--- src/mhws_pkg.sv ---
`timescale 1ns / 1ps
// ----------------------------------------------------------------------------
// mhws_pkg
// Shared widths, register indexes and pipeline control type for the
// hourglass window sum unit.
// ----------------------------------------------------------------------------
package mhws_pkg;

   localparam int PIX_W  = 8;
   localparam int SUM_W  = 11;
   localparam int ROW_W  = 12;
   localparam int GCOL_W = 11;
   localparam int OCOL_W = 10;
   localparam int CSR_W  = 12;
   localparam int IDX_W  = 1;

   typedef enum logic [IDX_W-1:0] {
      CSR_GRID_ROWS = 1'b0,
      CSR_GRID_COLS = 1'b1
   } csr_index_type;

   typedef struct packed {
      logic valid;
      logic last;
      logic win_ok;
   } stage_ctrl_type;

endpackage

--- src/mhws_window.sv ---
`timescale 1ns / 1ps
// ----------------------------------------------------------------------------
// mhws_window
// 3x3 window shift register, hourglass adder tree and running maximum with
// its top-left position.
// ----------------------------------------------------------------------------
module mhws_window #(
   parameter int COL_W = 10
) (
   input  logic                          clock,
   input  logic                          reset,
   input  logic                          restart,
   input  mhws_pkg::stage_ctrl_type      ctrl,
   input  logic [mhws_pkg::PIX_W-1:0]    pixel,
   input  logic [mhws_pkg::PIX_W-1:0]    upper,
   input  logic [mhws_pkg::PIX_W-1:0]    lower,
   input  logic [mhws_pkg::ROW_W-1:0]    row,
   input  logic [COL_W-1:0]              col,
   output logic [mhws_pkg::SUM_W-1:0]    best_sum,
   output logic [mhws_pkg::ROW_W-1:0]    best_row,
   output logic [COL_W-1:0]              best_col
);

   import mhws_pkg::*;

   logic [PIX_W-1:0] cells_ff [9];
   logic [PIX_W-1:0] cells_in [9];
   logic [SUM_W-1:0] max_ff,  max_in;
   logic [ROW_W-1:0] mrow_ff, mrow_in;
   logic [COL_W-1:0] mcol_ff, mcol_in;
   logic [SUM_W-1:0] sum;
   logic             upd;

   always_comb begin
      cells_in[0] = cells_ff[1];
      cells_in[1] = cells_ff[2];
      cells_in[2] = upper;
      cells_in[3] = cells_ff[4];
      cells_in[4] = cells_ff[5];
      cells_in[5] = lower;
      cells_in[6] = cells_ff[7];
      cells_in[7] = cells_ff[8];
      cells_in[8] = pixel;
   end

   // hourglass: top row, centre, bottom row
   assign sum = SUM_W'(cells_in[0]) + SUM_W'(cells_in[1]) + SUM_W'(cells_in[2])
              + SUM_W'(cells_in[4])
              + SUM_W'(cells_in[6]) + SUM_W'(cells_in[7]) + SUM_W'(cells_in[8]);

   assign upd     = ctrl.valid && ctrl.win_ok && (sum >= max_ff);
   assign max_in  = upd ? sum : max_ff;
   assign mrow_in = upd ? ROW_W'(row - ROW_W'(2)) : mrow_ff;
   assign mcol_in = upd ? COL_W'(col - COL_W'(2)) : mcol_ff;

   assign best_sum = max_in;
   assign best_row = mrow_in;
   assign best_col = mcol_in;

   always_ff @(posedge clock) begin
      if (reset || restart || (ctrl.valid && ctrl.last)) begin
         for (int i = 0; i < 9; i++) begin
            cells_ff[i] <= '0;
         end
         max_ff  <= '0;
         mrow_ff <= '0;
         mcol_ff <= '0;
      end else if (ctrl.valid) begin
         for (int i = 0; i < 9; i++) begin
            cells_ff[i] <= cells_in[i];
         end
         max_ff  <= max_in;
         mrow_ff <= mrow_in;
         mcol_ff <= mcol_in;
      end
   end

endmodule

--- config.mk ---
export PLATFORM = sky130hd
export DESIGN_NAME = mhws_window
export DESIGN_NICKNAME = d
export VERILOG_FILES = /design/src/mhws_pkg.sv /design/src/mhws_window.sv
export SDC_FILE = /design/constraint.sdc
export NUM_CORES = 1
export LEC_CHECK = 0
export BUFFER_PORTS_ARGS = -buffer_cell sky130_fd_sc_hd__buf_2
export CAP_MARGIN = 20
export CORE_ASPECT_RATIO = 0.9
export CORE_UTILIZATION = 40
export CTS_BUF_LIST = sky130_fd_sc_hd__clkbuf_4 sky130_fd_sc_hd__clkbuf_8
export CTS_CLUSTER_SIZE = 40
export DETAILED_ROUTE_END_ITERATION = 7
export PLACE_DENSITY = 0.67
export SLEW_MARGIN = 25
export SYNTH_ARGS = -nofsm -noshare
export SYNTH_HDL_FRONTEND = slang
export SYNTH_SLANG_ARGS = --single-unit
--- constraint.sdc ---
create_clock -name clock -period 6.2 [get_ports clock]
set_input_delay 0.62 -clock clock [delete_from_list [all_inputs] [get_ports clock]]
set_output_delay 0.62 -clock clock [all_outputs]
set_load 0.05 [all_outputs]
==> results.ini, run 1 <==
[placement]
gp_congestion=0.810
hpwl_mm=7.52
io_buffers=84
dp.cells=699

[floorplanning]
die_w_um=119
rows=37
core_area_um2=11700
fp.dieH_um=107
io_pins=85
die-area_um2=12700
start_util_pct=42.0

[sta]
fin_setup_tns_ns=-0.00250
finClkSkew_ns=0.00779
finalMaxSlewViolations=0
period_needed_ns=6.20
finalCritPeriodShare_pct=100
timing.hold.ws_ns=0.476
hold_viol_final=0
fin_ws_ns=-0.00131
max_freq_ghz=0.161
finalSetupViolations=2
worst_pin_slew_ns=0.609
slew-limit-headroom_pct=59.3
rsz0062_at_grt=yes

[worst_setup_path]
crit_family=adder cells
cp_slowest_stage_delay_ns=0.57
endpoint_kind=output pin
cpMostUsedCell=fa_1
path_max_fanout=13
cp.required_ns=5.58
worstReg2RegStart=cells_ff[5][5]
crit_type=primary input to output pin
crit_slowest_cell=fa_1
cp.arrival_ns=5.58
crit_path_start_kind=primary input
critical_path.cell_chain=buf_6 > inv_4 > fa_1 > inv_2 > fa_1 > fa_1 > fa_1 > ha_1 > a21o_1 > a21oi_2 > buf_4 > buf_4 > xnor2_2 > ha_1 > a41o_1 > a21oi_2 > o21a_1 > o21ai_4 > buf_6 > buf_12 > mux2_4 > buf_6
crit_start=pixel[2]
cp.buffers_inverters=8

[synthesis]
avgSynthCellArea_um2=11.3
yosys_warnings=0
async_flop_share_pct=0
syn_inst=434
yosysTopAreaCell=edfxtp_1
ys_seq_area_share_pct=38.0
synth_edf_count=40
synth_cell_types=50
synth_area_leaders=edfxtp_1 (25%), fa_1 (16%), dfxtp_1 (13%)
synth_area_um2=4900
syn_nets=550
synth-main-ff-cell=edfxtp_1
synth-seq-cells=73
yosysTopAreaCellShare_pct=24.5

[worst_hold_path]
min-delay-start=mrow_ff[3]
hold_path_class=register to register

[layout]
antenna_cells=0
final_cells=729
utilization_pct=57.9
layout.nets=684
area_growth_pct=37.8
drive_gt1_share_pct=40.7
num-fill-cells=1002
multi_input_area_um2=3030
ff_latch_area_um2=1860

[detailed_routing]
drt_iter0_markers=128
drc=0
routedWlPerCell_um=14.6
finalWirelength_mm=10.6
num_vias=3619
ant_nets=0
dr.pass1.iters=4
vias_per_cell=4.96

[grt]
grt.overflow.total=0
grt_pass1_vias=3829
grt_usage_pct=17.6
grt_pass1_wl_mm=17.5
grt_max_degree=47
antenna_found_initial=0

[clock_network]
cts_made_buffers=9
cts_max_level=3
cts_hold_buf=0
clock-root-buffer=clkbuf_8
clock_sinks=73
cts_buffer_depth=2
tritoncts=done
clk-insertion-delay-late_ns=0.35
clk_pin_slew_ns=0.08

[pwr]
power_density_nw_per_um2=519
worst_ir_drop_vdd_mv=0.295
power_leakage_nw=2.94
finalPower_mw=3.50

[job]
max-cap-violations=0

[outcome]
violations=setup timing
status=finished, violations left

## flip-flops by register name (all words and copies together) (netlist names)
signal,flops
cells_ff,40
mcol_ff,10
mrow_ff,12
max_ff,11
## what timing repair did
action                     4_1_cts  5_1_grt
gates resized for setup         94       50
pin swaps                       14       26
gates cloned                     2        0
buffers inserted                 7        6
setup endpoints to repair       33       33
## layout make-up
cell class / count / area share, %
multi-input cells: 266 / 44.9
repair buffers: 137 / 17.1
well taps: 156 / 2.89
clock inverters: 6 / 0.964
inverters: 81 / 4.54
clock buffers: 10 / 2.04
flip-flops and latches: 73 / 27.6
## Yosys cell counts, types with 9 or more instances
cell and count:
fa_1 38, mux2_2 18, ha_1 26, inv_1 81, xor2_1 11, and2_1 29
xnor2_1 11, dfxtp_1 33, edfxtp_1 40, o22ai_2 9, mux2i_1 14, nor2_1 19
a32o_1 17
## cells by family (layout without fill, tap and decap cells)
logic type      count (synthesis)  after routing  share of synthesized area, %
flops                          73             73                          38.0
xor+xnor                       22             22                          3.93
buf+inv                        95            234                          7.84
simple gates                   85             85                          9.68
fa+ha+maj                      64             64                          22.2
mux                            32             32                          7.00
compound gates                 63             63                          11.4
## worst paths after layout
check	to	slack, ns	cells after the start
max	best_sum[3]	-0.001	22
min	mrow_ff[3]	0.48	1
max reg2reg	max_ff[8]	0.93	21
min reg2reg	mrow_ff[3]	0.48	1
## power breakdown
group	switching [mW]	total [mW]	internal, mW
Clock	0.193	0.391	0.198
Sequential	0.0110	0.541	0.530
Combinational	1.32	2.57	1.25
## per-layer routing
metal | track usage, % | up-vias | wire length [µm]
met5 | 0 | - | 0
met3 | 3.30 | 16 | 268
met4 | 6.87 | 0 | 211
li1 | - | 1747 | -
met1 | 21.8 | 1805 | 4570
met2 | 30.6 | 51 | 5570
## per-stage QoR
| stage | worst slack, ns | instance area (µm²) |
|---|---|---|
| after floorplan | -0.0799 | 5060 |
| after global placement | -0.194 | 5910 |
| after detailed placement | -0.257 | 5910 |
| after CTS | -0.0317 | 6540 |
| after global routing | -0.192 | 6750 |
| final | -0.00131 | 6750 |
## cell usage in the layout (no fill, tap or decap), types with 8 or more instances in the layout
master    count
inv_1        70
buf_2        49
buf_4        45
edfxtp_1     40
fa_1         35
dfxtp_1      33
and2_1       29
buf_6        27
ha_1         21
nor2_1       19
a32o_1       17
mux2_4       14
buf_8        12
mux2i_4      11
xor2_1       11
xnor2_1      10
inv_2        10
clkbuf_8     10
o22ai_2       9
nand2_1       8
Note: power is estimated with default switching activity, not from simulation.
==> inputs of run 2 (changes only) <==
Settings changed: SKIP_CTS_REPAIR_TIMING set to 1.
==> results.ini, run 2 (synthesis gave the netlist of run 1 again) <==
[grt]
antenna_found_initial=0  ; unchanged
grt_usage_pct=16.5  ; was 17.6%
grt.overflow.total=0  ; unchanged
grt_max_degree=47  ; unchanged
grt_pass1_vias=3643  ; was 3829
grt_pass1_wl_mm=16.4  ; was 17.5 mm

[floorplanning]
start_util_pct=42.0  ; unchanged
die-area_um2=12700  ; unchanged
rows=37  ; unchanged
core_area_um2=11700  ; unchanged
fp.dieH_um=107  ; unchanged
die_w_um=119  ; unchanged
io_pins=85  ; unchanged

[clock_network]
clk-insertion-delay-late_ns=0.35  ; about the same
clk_pin_slew_ns=0.08  ; about the same
cts_buffer_depth=2  ; unchanged
clock_sinks=73  ; unchanged
tritoncts=done  ; unchanged
clock-root-buffer=clkbuf_8  ; unchanged
cts_max_level=3  ; unchanged
cts_made_buffers=9  ; unchanged

[sta]
finalMaxSlewViolations=0  ; unchanged
hold_viol_final=0  ; unchanged
slew-limit-headroom_pct=58.3  ; was 59.3%
timing.hold.ws_ns=0.475  ; was 0.476 ns
period_needed_ns=6.25  ; was 6.20 ns
worst_pin_slew_ns=0.623  ; was 0.609 ns
rsz0062_at_grt=yes  ; unchanged
finClkSkew_ns=0.00724  ; was 0.00779 ns
finalCritPeriodShare_pct=101  ; was 100%
fin_ws_ns=-0.0460  ; was -0.00131 ns
max_freq_ghz=0.160  ; was 0.161 GHz
finalSetupViolations=20  ; was 2

[detailed_routing]
ant_nets=0  ; unchanged
drt_iter0_markers=136  ; was 128
dr.pass1.iters=4  ; unchanged
drc=0  ; unchanged
finalWirelength_mm=10.8  ; was 10.6 mm
vias_per_cell=4.98  ; was 4.96
routedWlPerCell_um=14.9  ; was 14.6 µm
num_vias=3623  ; was 3619

[pwr]
pwr-share-clk_pct=11.0  ; was 11.2%
power_leakage_nw=2.95  ; was 2.94 nW
finalPower_mw=3.53  ; was 3.50 mW
p_int_mw=1.99  ; was 1.98 mW
p_switching_mw=1.54  ; was 1.52 mW
seqPwrFrac_pct=15.3  ; was 15.4%
power_density_nw_per_um2=522  ; was 519 nW/µm²
p_comb_share_pct=73.7  ; was 73.4%
switching_share_pct=43.6  ; was 43.5%
worst_ir_drop_vdd_mv=0.296  ; was 0.295 mV

[worst_setup_path]
crit_type=register to output pin  ; was primary input to output pin
cp.required_ns=5.58  ; about the same
crit_path_start_kind=register  ; was primary input
cp.arrival_ns=5.63  ; was 5.58 ns
endpoint_kind=output pin  ; unchanged
path_max_fanout=8  ; was 13

[placement]
place_ws_ns=-0.257  ; unchanged
hpwl_mm=7.52  ; unchanged
postPlaceCellArea_um2=5910  ; unchanged
dp.cells=699  ; unchanged
gp_congestion=0.810  ; unchanged
io_buffers=84  ; unchanged

[outcome]
status=finished, violations left  ; unchanged
violations=setup timing  ; unchanged

[layout]
final_cells=727  ; was 729
layout.nets=682  ; was 684
antenna_cells=0  ; unchanged
largest_reg_flops=40  ; unchanged
layout_common_cells=inv_1 (75), buf_2 (51), buf_4 (44), edfxtp_1 (40), fa_1 (37)  ; was inv_1 (70), buf_2 (49), buf_4 (45), edfxtp_1 (40), fa_1 (35)
area_growth_pct=38.1  ; was 37.8%
reg_top3=cells_ff (40), mrow_ff (12), max_ff (11)  ; unchanged
mostFrequentLayoutCell=inv_1  ; unchanged
drive_gt1_share_pct=39.1  ; was 40.7%
top_register=cells_ff  ; unchanged
final_area_um2=6770  ; was 6750 µm²

[worst_hold_path]
hold_path_class=register to register  ; unchanged

[job]
max-cap-violations=0  ; unchanged

[run 2: changes by cell type in the layout (fill, tap and decap cells not counted), sizes merged]
cell | previous run | this run
clkbuf | 10 | 13
buf | 137 | 132
[run 2: metal layers]
metal	share of wire [%]	global-route usage, %	wire length [µm]	vias to the layer above
met1	43	20.7	4620	1805
met5	0	0	0	-
met2	52	28.6	5650	61
met3	3.1	3.09	338	14
met4	1.8	6.06	193	0
li1	-	-	-	1743
[run 2: through the flow]
stage | utilization, % | setup TNS [ns]
2_1_floorplan | - | -0.514
3_3_place_gp | 50.6 | -5.01
3_5_place_dp | 50.6 | -7.00
4_1_cts | 52.4 | -7.05
5_1_grt | 58.0 | -6.31
6_report | 58.0 | -0.518
[run 2: worst paths after layout]
kind	from	slack, ns	endpoint	cells past startpoint
worst min-delay path	mrow_ff[3]	0.47	mrow_ff[3]	1
worst min register to register	mrow_ff[3]	0.47	mrow_ff[3]	1
worst max register to register	cells_ff[5][5]	0.79	max_ff[8]	21
worst max-delay path	cells_ff[5][2]	-0.05	best_sum[7]	19
[run 2: power groups by stage]
| stage | clock network, mW | registers, mW | logic [mW] |
|---|---|---|---|
| after global placement | 0 | 0.551 | 1.92 |
| final | 0.388 | 0.541 | 2.60 |
| after global routing | 0.419 | 0.544 | 2.77 |
| after floorplan | 0 | 0.549 | 1.40 |
| after CTS | 0.399 | 0.541 | 1.97 |
| after detailed placement | 0 | 0.552 | 1.96 |
[run 2: final cells by class]
class / instances / area, µm²
clock buffer: 10 / 138
clock inverter: 6 / 65.1
fill: 990 / 4900
inverter: 81 / 304
multi-input combinational: 266 / 3030
sequential: 73 / 1860
tap: 156 / 195
timing repair buffer: 135 / 1180
[run 2: worst max-delay path, stage by stage (launching register included)]
cell	delay, ns
edfxtp_1	0.41
fa_1	0.53
fa_1	0.57
fa_1	0.44
fa_1	0.53
inv_1	0.06
fa_2	0.36
nor2b_4	0.16
o2111ai_4	0.12
nand3_2	0.11
and3_4	0.19
nor2_2	0.05
ha_1	0.30
nand4_1	0.13
or2_4	0.29
o21ai_4	0.22
buf_12	0.17
buf_8	0.14
mux2_4	0.32
buf_8	0.15
